==> src/sv/neighbor_cutoff_list_builder_unit_macros.svh <==
// assertion macros for the neighbor list builder
`ifndef NEIGHBOR_CUTOFF_LIST_BUILDER_UNIT_MACROS_SVH
`define NEIGHBOR_CUTOFF_LIST_BUILDER_UNIT_MACROS_SVH
`ifndef NO_ASSERTIONS
`define NCL_ASSERT_IMPL(lbl, clk, rst_n, ante, cons, msg) \
  lbl: assert property (@(posedge clk) disable iff (!rst_n) (ante) |-> (cons)) else $error(msg);
`define NCL_ASSERT_NEXT(lbl, clk, rst_n, ante, cons, msg) \
  lbl: assert property (@(posedge clk) disable iff (!rst_n) (ante) |=> (cons)) else $error(msg);
`else
`define NCL_ASSERT_IMPL(lbl, clk, rst_n, ante, cons, msg)
`define NCL_ASSERT_NEXT(lbl, clk, rst_n, ante, cons, msg)
`endif
`endif

==> src/sv/ncl_pkg.sv <==
// ----------------------------------------------------------------------------
// ncl_pkg
// shared types and constants of the neighbor list builder
// ----------------------------------------------------------------------------
`default_nettype none
package ncl_pkg;
  localparam int unsigned AtomSlots = 4096;
  localparam int unsigned CutBits = 62;
  localparam int unsigned MaxBits = 16;
  localparam int unsigned PosBits = 28;
  localparam int unsigned DsqBits = 64;
  localparam int unsigned DistBits = 32;

  typedef enum logic [1:0] {
    OP_WRITE = 2'd0,
    OP_BEGIN = 2'd1,
    OP_TEST  = 2'd2,
    OP_END   = 2'd3
  } op_e;

  typedef enum logic [0:0] {
    REG_CUTOFF = 1'b0,
    REG_MAX    = 1'b1
  } reg_e;

  typedef enum logic [2:0] {
    ST_IDLE, ST_READ, ST_SQR, ST_SUM, ST_ROOT, ST_EMIT
  } state_e;

  // controller to datapath
  typedef struct packed {
    logic latch_center;
    logic sqr;
    logic sum;
    logic root_start;
    logic emit_entry;
    logic emit_end;
    logic count_incr;
    logic set_overflow;
  } ctrl_t;

  // datapath to controller
  typedef struct packed {
    logic in_range;
    logic room;
    logic root_done;
  } stat_t;
endpackage
`default_nettype wire

==> src/sv/ncl_ctrl.sv <==
// ----------------------------------------------------------------------------
// ncl_ctrl
// sequencer for begin, test and end commands
// ----------------------------------------------------------------------------
`default_nettype none
module ncl_ctrl (
  input  logic clk_i,
  input  logic rst_ni,
  input  logic start_i,
  input  ncl_pkg::op_e opcode_i,
  input  ncl_pkg::stat_t stat_i,
  output logic busy_o,
  output ncl_pkg::ctrl_t ctrl_o
);
  import ncl_pkg::*;
  state_e state_q, state_d;
  op_e op_q;

  // opcode capture
  always_ff @(posedge clk_i) begin
    if (start_i && !busy_o) op_q <= opcode_i;
  end

  // next state
  always_comb begin
    state_d = state_q;
    unique case (state_q)
      ST_IDLE: if (start_i && opcode_i != OP_WRITE) state_d = ST_READ;
      ST_READ: state_d = (op_q == OP_TEST) ? ST_SQR : (op_q == OP_END ? ST_EMIT : ST_IDLE);
      ST_SQR:  state_d = ST_SUM;
      ST_SUM:  state_d = ST_ROOT;
      ST_ROOT: begin
        if (!stat_i.in_range || !stat_i.room) state_d = ST_IDLE;
        else if (stat_i.root_done) state_d = ST_EMIT;
      end
      ST_EMIT: state_d = ST_IDLE;
      default: state_d = ST_IDLE;
    endcase
  end

  logic root_run_q;
  always_ff @(posedge clk_i or negedge rst_ni) begin
    if (!rst_ni) begin
      state_q <= ST_IDLE; root_run_q <= 1'b0;
    end else begin
      state_q <= state_d;
      root_run_q <= (state_q == ST_SUM) ? 1'b0 : (state_q == ST_ROOT);
    end
  end

  // outputs
  always_comb begin
    ctrl_o = '0;
    busy_o = state_q != ST_IDLE;
    unique case (state_q)
      ST_READ: ctrl_o.latch_center = op_q == OP_BEGIN;
      ST_SQR:  ctrl_o.sqr = 1'b1;
      ST_SUM:  ctrl_o.sum = 1'b1;
      ST_ROOT: begin
        ctrl_o.sum = 1'b1;
        ctrl_o.root_start = !root_run_q && stat_i.in_range && stat_i.room;
        ctrl_o.set_overflow = stat_i.in_range && !stat_i.room;
      end
      ST_EMIT: begin
        ctrl_o.sum = 1'b1;
        ctrl_o.emit_entry = op_q == OP_TEST;
        ctrl_o.emit_end = op_q == OP_END;
        ctrl_o.count_incr = op_q == OP_TEST;
      end
      default: ;
    endcase
  end
endmodule
`default_nettype wire
==> config.mk <==
export PLATFORM = sky130hd
export DESIGN_NAME = ncl_ctrl
export DESIGN_NICKNAME = d
export VERILOG_FILES = /design/src/sv/neighbor_cutoff_list_builder_unit_macros.svh /design/src/sv/ncl_pkg.sv /design/src/sv/ncl_ctrl.sv
export SDC_FILE = /design/constraint.sdc
export NUM_CORES = 1
export LEC_CHECK = 0
export BUFFER_PORTS_ARGS = -buffer_cell sky130_fd_sc_hd__buf_2
export CORE_AREA = 4 4 41 43
export CTS_CLUSTER_SIZE = 14
export DETAILED_ROUTE_END_ITERATION = 12
export DIE_AREA = 0 0 45 47
export PLACE_DENSITY = 0.53
export SLEW_MARGIN = 5
export SYNTH_ARGS = -nofsm -noshare
export SYNTH_HDL_FRONTEND = slang
export SYNTH_SLANG_ARGS = --single-unit
export TNS_END_PERCENT = 50
==> constraint.sdc <==
create_clock -name clk_i -period 2.5 [get_ports clk_i]
set_input_delay 0.125 -clock clk_i [delete_from_list [all_inputs] [get_ports clk_i]]
set_output_delay 0.125 -clock clk_i [all_outputs]
set_load 0.02 [all_outputs]
; ---- Word-level counts from Yosys, hierarchy flattened
; Index checks and enable logic that the tools add are counted.
[totals]
register_bits = 6
output_inout_bits = 9
elab_cells = 41
[classes]
eq_ne = 10
mux = 13
reduce_logical = 15
[op_table]
columns = cell, count
row1 = $mux W3, 6
row2 = $pmux W3 S5, 1
row3 = $eq A3 B2 Y1 const B, 2
row4 = $eq A3 B3 Y1 const B, 2
row5 = $mux W1, 6
row6 = $logic_and A1 B1 Y1, 5
row7 = $eq A2 B2 Y1 const B, 2
row8 = $logic_not A1 Y1, 4
row9 = $eq A3 B1 Y1 const B, 1
row10 = $logic_not A3 Y1, 1
row11 = $ne A3 B3 Y1 const B, 1
row12 = $reduce_bool A3 Y1, 1
row13 = $reduce_or A3 Y1, 1
row14 = $eq A2 B1 Y1 const B, 1
row15 = $ne A2 B2 Y1 const B, 1
row16 = $reduce_and A2 Y1, 1
row17 = $reduce_bool A2 Y1, 1
row18 = $logic_or A1 B1 Y1, 1

; ---- Depth between registers and ports, before layout
; Gate-level depths: netlist of run 1.
[logic_depth]
word_depth = 4
ltp_mapped = 3

; ---- Worst setup path before layout of run 1
; Ideal clock, no wire load.
[synth_timing]
path_kind = reg2reg
from = reg state_q[1]
to = reg op_q[0], enable pin
path_stages_with_launch = 3
required_time_ns = 2.190
path_buffers = 0
path_slack_ns = 1.083
setup_time_ns = 0.310
arrival_time_ns = 1.108
path_cell_list = dfrtp_1 or3_1 nor2_1
[synth_between]
elab_chain_len = 3
[synth_rtl]
columns = item, line
row1 = "start, declared", ncl_ctrl.sv:16  ; state_e state_q, state_d;
row2 = "start signal, assigned", ncl_ctrl.sv:46  ; state_q <= state_d;
row3 = $reduce_bool A3 Y1, ncl_ctrl.sv:54  ; busy_o = state_q != ST_IDLE;
row4 = named net busy_o, ncl_ctrl.sv:12  ; output logic busy_o,
row5 = $logic_not A1 Y1, ncl_ctrl.sv:21  ; if (start_i && !busy_o) op_q <= opcode_i;
row6 = $logic_and A1 B1 Y1, ncl_ctrl.sv:21
row7 = "end signal, assigned", ncl_ctrl.sv:21
row8 = "end, declared", ncl_ctrl.sv:17  ; op_e op_q;
; The timed path passes the listed nets, and every way through them passes these cells.
; A chain may end at the register's enable or synchronous reset.

==> results of run 1 <==
==> routing by layer <==
layer | up-vias | GRT usage (%) | part of all wire [%]
li1 | 164 | - | -
met1 | 146 | 10.4 | 45
met2 | 14 | 12.7 | 42
met3 | 2 | 3.83 | 10
met4 | 0 | 7.02 | 2.3
met5 | - | 0 | 0
==> through the flow <==
stage	util (%)	total power [uW]	instances
floorplan	-	316	34
global placement	33.3	378	64
detailed placement	33.3	379	64
CTS	36.1	485	69
global route	36.1	517	69
finish	36.1	477	69
==> area by class of cell <==
| cell class | count | area, sq um | share of cell area, % |
|---|---|---|---|
| Multi-Input combinational cell | 24 | 163 | 34.7 |
| Inverter | 3 | 11.3 | 2.40 |
| Timing Repair Buffer | 17 | 90.1 | 19.2 |
| Clock buffer | 4 | 26.3 | 5.60 |
| Sequential cell | 6 | 160 | 34.1 |
| Tap cell | 15 | 18.8 | 4.00 |
==> power by group through the flow <==
stage / combinational, uW / sequential, uW / clock (uW)
2_1_floorplan: 140 / 176 / 0
3_3_place_gp: 191 / 187 / 0
3_5_place_dp: 191 / 188 / 0
4_1_cts: 194 / 187 / 104
5_1_grt: 211 / 196 / 110
6_report: 191 / 186 / 100
==> state kept, by name (all words and copies together), names as in the netlist <==
name and count:
op_q 2, root_run_q 1, state_q 3
==> final timing paths <==
kind                                         from                endpoint  slack, ns  cells past startpoint
min                                   opcode_i[0]       op_q[0]$_DFFE_PP_       0.06                      1
min in group asynchronous                  rst_ni  state_q[0]$_DFFE_PN0P_       0.21                      2
max reg2reg                state_q[1]$_DFFE_PN0P_       op_q[0]$_DFFE_PP_       1.16                      2
max                        state_q[2]$_DFFE_PN0P_               ctrl_o[4]       1.00                      4
min reg2reg                state_q[2]$_DFFE_PN0P_  state_q[1]$_DFFE_PN0P_       0.59                      1
max in group asynchronous                  rst_ni  state_q[1]$_DFFE_PN0P_       2.17                      2
==> cells in the final DEF (no fill, tap or decap) <==
cell type       n
a21oi_1         2
and3_1          1
and3_2          1
and3b_1         1
and4_1          1
buf_2          16
clkbuf_1        1
clkbuf_4        3
dfrtp_1         4
dlygate4sd3_1   1
edfxtp_1        2
inv_1           3
mux2i_1         1
nand2_1         2
nand2b_1        1
nand3_2         1
nand4b_1        1
nor2_1          4
nor2b_1         2
nor3b_4         1
o211a_1         1
o21ai_0         1
o21ai_1         1
o22ai_1         1
or3_1           1
==> cells by family (layout without fill, tap and decap cells) <==
family	Yosys count	in the layout	synth area share (%)
muxes	1	1	2.93
AOI/OAI and AO/OA	6	6	10.6
DFF	6	6	46.9
buffers and inverters	4	24	5.50
and+or+nand+nor	17	17	34.1
==> worst max-delay path, stage by stage (launching register included) <==
cell     delay (ns)
dfrtp_1        0.47
nor3b_4        0.27
nand3_2        0.12
nor2_1         0.09
buf_2          0.16
==> results by group, run 1 <==
Status
  – Outcome: complete, no violations

Global route
  – Global-route congestion overflow total: 0
  – Antenna violations before repair: 0
  – Pin count of the biggest net entering global routing: 10
  – Overall fraction of global-route tracks in use: 8.90%
  – Vias in the first global route: 322
  – Global-route wire length before repair: 1.30 mm

Clock network
  – Post-CTS setup buffer count: 0
  – Post-cts sizing count: 0
  – Clock Tree Root: clkbuf_4
  – Total clock sinks: 6
  – CTS tree: yes
  – Clk slew on worst S/H paths: 0.05 ns
  – H-tree depth reported by CTS: 1
  – Count of hold buffers inserted by post-cts repair: 1
  – CTS Buf Count: 3
  – Buffer levels on the longest clock path: 2
  – Clock latency on the worst-skew pair: 0.25 ns

Floorplanning
  – Die ar.: 2120 sq um
  – Core box area: 1300 sq um
  – Number of placed I/O pins: 17
  – Die height: 47 um
  – Cell Rows: 13
  – Effective utilization at floorplan: 26.3%
  – Floorplan die width: 45 um

Power and ir drop
  – Internal Pwr Total: 280 uW
  – Share of total power in the clock network: 21.0%
  – Worst ir drop on vdd: 368 uV
  – Gate power share: 40.0%
  – Share of total power consumed by net switching: 41.3%
  – Relative contribution of sequential cells to total power: 39.0%
  – Switch Pwr: 197 uW
  – Leak pwr: 0.000248 uW
  – P per Cell Area: 1020 nW/um^2

Layout
  – Fill cell instance count of the final layout: 138
  – Layout net count: 63
  – Layout overhead on the synthesized area: 37.4%
  – Cell area after layout: 469 sq um
  – Number of antenna diodes: 0
  – Fraction of final layout cells with drive strength greater than 1: 40.7%

Synthesis
  – Flops & latches, synth: 6
  – Top cell type's share of synthesized area: 29.3%
  – Top cells by count, synth: dfrtp_1 (4), nor2_1 (4), inv_1 (3)
  – Ys async rst share: 66.7%
  – Post-Syn Area: 342 sq um
  – Post-synth top flop: dfrtp_1
  – Synthesized area per cell: 10.0 sq um
  – Sequential element share of the synthesized area: 46.9%
  – Syn_nets: 42
  – Top post-synthesis cells by area: dfrtp_1 (29%), edfxtp_1 (18%), nor3b_4 (5.5%)
  – Number of enable flip-flop cells after synthesis: 2
  – Number of warnings reported in the yosys synthesis log: 0
  – Biggest area consumer among synthesized cells: dfrtp_1
  – Synthesized instance count: 34
  – Number of unique standard cell types used by synthesis: 22

Critical path
  – Data required time of the worst path: 2.38 ns
  – Kind of end point of the critical path: primary output
  – Kind of critical path: flop to primary output
  – Critical Path AT: 1.37 ns
  – Crit path launch type: flop
  – Largest fanout on the critical path: 9

Routing
  – Remaining design rule violation count: 0
  – Number of detailed-routing iterations run before antenna repair: 2
  – Number of vias per cell after detailed routing: 4.72
  – Number of vias in the routed layout: 326
  – Per-cell routed wire length: 10.7 um
  – Total wire length: 741 um
  – First-iteration detailed-routing DRC count: 3
  – ANT nets after route: 0

STA
  – Period utilization: 59.8%
  – Pin slew with the least headroom to its limit: 0.258 ns
  – Number of hold violations in the final report: 0
  – Max Fclk: 668 MHz
  – WHS: 0.0585 ns
  – Total negative slack for setup checks: 0 ns
  – Finish-stage setup viols: 0
  – Setup clock skew after layout: 0.00447 ns
  – Relative slew slack: 82.8%
  – Min cycle time layout: 1.50 ns
  – RSZ-0062 raised after global routing: no
  – Crit path setup slack, layout: 1.00 ns
  – Final count of pins violating max slew: 0

Placement
  – Placement-stage worst setup slack: 1.16 ns
  – Final HPWL from detailed placement: 609 um
  – Routability Congestion: 0.756
  – Post-detailed-placement cell area: 433 sq um
  – Number of buffer cells added on primary ports: 16

Flow run
  – Max-capacitance violation count: 0

Worst hold path
  – Type of the most critical hold path: input port to flop
Note: power is estimated with default switching activity, not from simulation.
==> run 2: changes to the inputs <==
==> constraint.sdc (replaced) <==
create_clock -name clk_i -period 1.5 [get_ports clk_i]
set_input_delay 0.075 -clock clk_i [delete_from_list [all_inputs] [get_ports clk_i]]
set_output_delay 0.075 -clock clk_i [all_outputs]
set_load 0.02 [all_outputs]
==> results by group, run 2 (synthesis results as in run 1) <==
Placement
  – Number of placed instances, taps included: 65
  – Final HPWL from detailed placement: 584 um
  – Routability Congestion: 0.695
  – Post-detailed-placement cell area: 440 sq um
  – Number of buffer cells added on primary ports: 16

Layout
  – Largest register by flop count: state_q
  – Layout overhead on the synthesized area: 41.4%
  – Fraction of final layout cells with drive strength greater than 1: 45.5%
  – Most common library cell in the layout ignoring fill and taps: buf_2
  – Number of antenna diodes: 0
  – Non-Filler Instances: 70
  – Most frequent cells in the layout: buf_2 (15), nor2_1 (4), inv_1 (3), clkbuf_4 (3), dfrtp_1 (3)
  – Largest registers: state_q: 3 flops, op_q: 2 flops, root_run_q: 1 flops
  – Number of flip-flops under the largest register name: 3
  – Cell area after layout: 483 sq um
  – Layout net count: 64

Floorplanning
  – Die height: 47 um
  – Number of placed I/O pins: 17
  – Core box area: 1300 sq um
  – Effective utilization at floorplan: 26.3%
  – Die ar.: 2120 sq um
  – Cell Rows: 13
  – Floorplan die width: 45 um

Power and ir drop
  – Worst ir drop on vdd: 781 uV
  – Gate power share: 42.4%
  – P per Cell Area: 1690 nW/um^2
  – Internal Pwr Total: 483 uW
  – Relative contribution of sequential cells to total power: 36.8%
  – Share of total power consumed by net switching: 40.7%
  – Share of total power in the clock network: 20.8%
  – Leak pwr: 0.000253 uW
  – Switch Pwr: 332 uW

Clock network
  – CTS tree: yes
  – H-tree depth reported by CTS: 1
  – Clk slew on worst S/H paths: 0.05 ns
  – Clock Tree Root: clkbuf_4
  – CTS Buf Count: 3
  – Clock latency on the worst-skew pair: 0.25 ns
  – Post-CTS setup buffer count: 0
  – Buffer levels on the longest clock path: 2
  – Total clock sinks: 6

Global route
  – Global-route wire length before repair: 1.28 mm
  – Vias in the first global route: 306
  – Pin count of the biggest net entering global routing: 10
  – Antenna violations before repair: 0
  – Global-route congestion overflow total: 0
  – Overall fraction of global-route tracks in use: 9.16%

Critical path
  – Kind of critical path: flop to primary output
  – Register-to-Register Setup Slack: 0.18 ns
  – Kind of end point of the critical path: primary output
  – Largest fanout on the critical path: 6
  – Worst path cell trace: buf_4 -> nor3b_4 -> nand3_2 -> nor2_1 -> buf_4
  – Crit path launch type: flop
  – Critical path's slowest cell: dfrtp_1
  – Critical Path AT: 1.35 ns
  – Worst path most repeated cell: buf_4
  – Data required time of the worst path: 1.42 ns
  – Longest individual stage delay on the worst path: 0.37 ns

Routing
  – Number of vias in the routed layout: 317
  – First-iteration detailed-routing DRC count: 3
  – Number of vias per cell after detailed routing: 4.53
  – Per-cell routed wire length: 10.8 um
  – ANT nets after route: 0
  – Total wire length: 756 um
  – Remaining design rule violation count: 0
  – Number of detailed-routing iterations run before antenna repair: 3

STA
  – RSZ-0062 raised after global routing: yes
  – Relative slew slack: 84.3%
  – Setup clock skew after layout: 0.00224 ns
  – Max Fclk: 702 MHz
  – Number of hold violations in the final report: 0
  – Finish-stage setup viols: 0
  – Final count of pins violating max slew: 0
  – Period utilization: 95.0%
  – Pin slew with the least headroom to its limit: 0.236 ns
  – Min cycle time layout: 1.42 ns

Worst hold path
  – Type of the most critical hold path: input port to flop

Flow run
  – Max-capacitance violation count: 0

Status
  – Outcome: complete, no violations
==> run 2: changes by cell type in the layout (fill, tap and decap cells not counted), sizes merged <==
cell | previous run | this run
buf | 16 | 17
==> run 2: cell type report <==
cell class | instances | area [sq um]
fill | 149 | 818
multi-input combinational | 24 | 165
sequential | 6 | 161
timing repair buffer | 18 | 100
clock buffer | 4 | 26.3
tap | 15 | 18.8
inverter | 3 | 11.3
==> run 2: worst max-delay path, delay by kind of cell, from the launching register on <==
kind | cells | cell delay (ns)
buffers and inverters | 2 | 0.30
and+or+nand+nor | 3 | 0.42
DFF | 1 | 0.37
==> run 2: final timing paths <==
| kind | from | to | cells after the start |
|---|---|---|---|
| min reg2reg | state_q[2]$_DFFE_PN0P_ | state_q[1]$_DFFE_PN0P_ | 1 |
| min in group asynchronous | rst_ni | state_q[1]$_DFFE_PN0P_ | 2 |
| min | opcode_i[1] | op_q[1]$_DFFE_PP_ | 1 |
| max reg2reg | state_q[0]$_DFFE_PN0P_ | op_q[0]$_DFFE_PP_ | 2 |
| max | state_q[1]$_DFFE_PN0P_ | ctrl_o[4] | 5 |
| max in group asynchronous | rst_ni | state_q[2]$_DFFE_PN0P_ | 2 |
==> run 2: timing repair <==
| action | in CTS | in global routing |
|---|---|---|
| hold buffers | 1 | 0 |
| endpoints found under the hold margin | 4 | 0 |
| endpoints found under the setup margin | 0 | 6 |
| gates resized for setup | 0 | 3 |
==> run 2: metal layers <==
metal,vias to the layer above,track usage (%),share of wire (%)
li1,161,-,-
met1,139,10.2,48
met2,14,13.0,40
met3,3,3.83,9.1
met4,0,8.77,3.0
met5,-,0,0
==> run 2: power by group through the flow <==
stage	clock [uW]	combinational (uW)	sequential (uW)
floorplan	0	233	293
global placement	0	339	299
detailed placement	0	340	300
CTS	175	343	297
global route	191	383	317
finish	170	345	299
==> run 2: metrics by stage <==
step / setup WS [ns] / util (%) / hold WS [ns] / setup TNS, ns / total power, uW
2_1_floorplan: 0.0825 / - / -0.221 / 0 / 526
3_3_place_gp: 0.225 / 33.8 / -0.113 / 0 / 639
3_5_place_dp: 0.197 / 33.8 / -0.113 / 0 / 640
4_1_cts: 0.0305 / 36.6 / 0.00285 / 0 / 815
5_1_grt: -0.0262 / 37.1 / 0.000242 / -0.0262 / 891
6_report: 0.0757 / 37.1 / 0.0120 / 0 / 815
==> run 3: changes to the inputs <==
--- a/config.mk
+++ b/config.mk
@@ -6,11 +6,13 @@
 export NUM_CORES = 1
 export LEC_CHECK = 0
 export BUFFER_PORTS_ARGS = -buffer_cell sky130_fd_sc_hd__buf_2
+export CELL_PAD_IN_SITES_DETAIL_PLACEMENT = 0
+export CELL_PAD_IN_SITES_GLOBAL_PLACEMENT = 1
 export CORE_AREA = 4 4 41 43
 export CTS_CLUSTER_SIZE = 14
 export DETAILED_ROUTE_END_ITERATION = 12
 export DIE_AREA = 0 0 45 47
-export PLACE_DENSITY = 0.53
+export PLACE_DENSITY = 0.67
 export SLEW_MARGIN = 5
 export SYNTH_ARGS = -nofsm -noshare
 export SYNTH_HDL_FRONTEND = slang
==> results by group, run 3 (synthesis results as in run 1) <==
Placement
  – Routability Congestion: 0.708
  – Final HPWL from detailed placement: 601 um
  – Number of placed instances, taps included: 66
  – Number of buffer cells added on primary ports: 16

Clock network
  – Clock Tree Root: clkbuf_4
  – Clk slew on worst S/H paths: 0.05 ns
  – H-tree depth reported by CTS: 1
  – Buffer levels on the longest clock path: 2
  – CTS tree: yes
  – Clock latency on the worst-skew pair: 0.24 ns
  – CTS Buf Count: 3
  – Total clock sinks: 6

Routing
  – Total wire length: 744 um
  – Remaining design rule violation count: 0
  – Highest layer used for signal routing: met4
  – Met1 wire length: 328 um
  – Per-cell routed wire length: 10.5 um
  – Total length of routed met3 wires: 73 um
  – ANT nets after route: 0
  – Number of vias in the routed layout: 319
  – First-iteration detailed-routing DRC count: 8
  – Detailed route wirelength on metal2: 337 um
  – Number of detailed-routing iterations run before antenna repair: 2
  – Number of vias per cell after detailed routing: 4.49

STA
  – RSZ-0062 raised after global routing: yes
  – Relative slew slack: 84.5%
  – Min cycle time layout: 1.43 ns
  – Max Fclk: 700 MHz
  – WHS: 0.0211 ns
  – Number of hold violations in the final report: 0
  – Final count of pins violating max slew: 0
  – Finish-stage setup viols: 0
  – Total negative slack for setup checks: 0 ns
  – Setup clock skew after layout: 0.0101 ns
  – Period utilization: 95.2%
  – Pin slew with the least headroom to its limit: 0.232 ns

Power and ir drop
  – Total chip power: 819 uW
  – Leak pwr: 0.000259 uW
  – P per Cell Area: 1670 nW/um^2
  – Worst ir drop on vdd: 714 uV

Critical path
  – Kind of critical path: flop to primary output
  – Register-to-Register Setup Slack: 0.21 ns
  – Data required time of the worst path: 1.42 ns
  – Crit path launch type: flop
  – Kind of end point of the critical path: primary output
  – Critical Path AT: 1.35 ns
  – Largest fanout on the critical path: 6

Floorplanning
  – Die ar.: 2120 sq um
  – Cell Rows: 13
  – Number of placed I/O pins: 17
  – Core box area: 1300 sq um
  – Effective utilization at floorplan: 26.3%
  – Die height: 47 um
  – Floorplan die width: 45 um

Global route
  – Pin count of the biggest net entering global routing: 8
  – Global-route wire length before repair: 1.32 mm
  – Vias in the first global route: 316
  – Overall fraction of global-route tracks in use: 8.58%
  – Antenna violations before repair: 0
  – Global-route congestion overflow total: 0

Layout
  – Fraction of the core area covered by cells at the end of the flow: 37.6%
  – Number of flip-flops under the largest register name: 3
  – Fill cell instance count of the final layout: 141
  – Most frequent cells in the layout: buf_2 (15), nor2_1 (4), dfrtp_1 (4)
  – Layout net count: 65
  – Largest register by flop count: state_q
  – Number of antenna diodes: 0
  – Most common library cell in the layout ignoring fill and taps: buf_2
  – Fraction of final layout cells with drive strength greater than 1: 44.6%
  – Layout overhead on the synthesized area: 43.2%
  – Largest registers: state_q: 3 flops, op_q: 2 flops, root_run_q: 1 flops
  – Non-Filler Instances: 71

Flow run
  – Max-capacitance violation count: 0

Status
  – Outcome: complete, no violations

Worst hold path
  – Type of the most critical hold path: input port to flop
## run 3: final timing paths
kind | start | to | cells after the start
setup / recovery | state_q[1]$_DFFE_PN0P_ | ctrl_o[4] | 5
max in group asynchronous | rst_ni | state_q[0]$_DFFE_PN0P_ | 2
hold / removal | opcode_i[0] | op_q[0]$_DFFE_PP_ | 1
setup reg to reg | state_q[0]$_DFFE_PN0P_ | op_q[0]$_DFFE_PP_ | 2
hold reg to reg | state_q[0]$_DFFE_PN0P_ | root_run_q$_DFF_PN0_ | 1
min in group asynchronous | rst_ni | state_q[1]$_DFFE_PN0P_ | 2
## run 3: final cells by class
class | count | area, sq um | share of cell area [%]
inverter | 3 | 11.3 | 2.30
timing repair buffer | 19 | 108 | 22.0
multi-input combinational | 24 | 165 | 33.8
clock buffer | 4 | 26.3 | 5.37
tap | 15 | 18.8 | 3.84
sequential | 6 | 160 | 32.7
## run 3: critical path, stage by stage (launching register included)
cell     delay, ns
dfrtp_1       0.36
buf_4         0.16
nor3b_4       0.21
nand3_2       0.12
nor2_1        0.10
buf_4         0.15
## run 3: layer usage
layer	global-route usage, %	vias up
met5	0	-
met4	5.26	0
met3	3.07	2
met2	13.0	12
met1	10.4	142
li1	-	163
## run 3: stage by stage
step | worst slack, ns | cell area [sq um]
4_1_cts | 0.0134 | 484
5_1_grt | -0.0394 | 489
3_5_place_dp | 0.208 | 448
6_report | 0.0716 | 489
2_1_floorplan | 0.0825 | 342
3_3_place_gp | 0.225 | 448
## run 3: timing repair
item | CTS | global route
buffers inserted | 0 | 0
endpoints found under the setup margin | 0 | 5
hold buffers | 1 | 0
resized for setup | 0 | 2
hold endpoints to repair | 4 | 0
## run 3: where the power goes
| group | switching (uW) | internal (uW) |
|---|---|---|
| Clock | 56.7 | 101 |
| Combinational | 213 | 165 |
| Sequential | 54.4 | 229 |
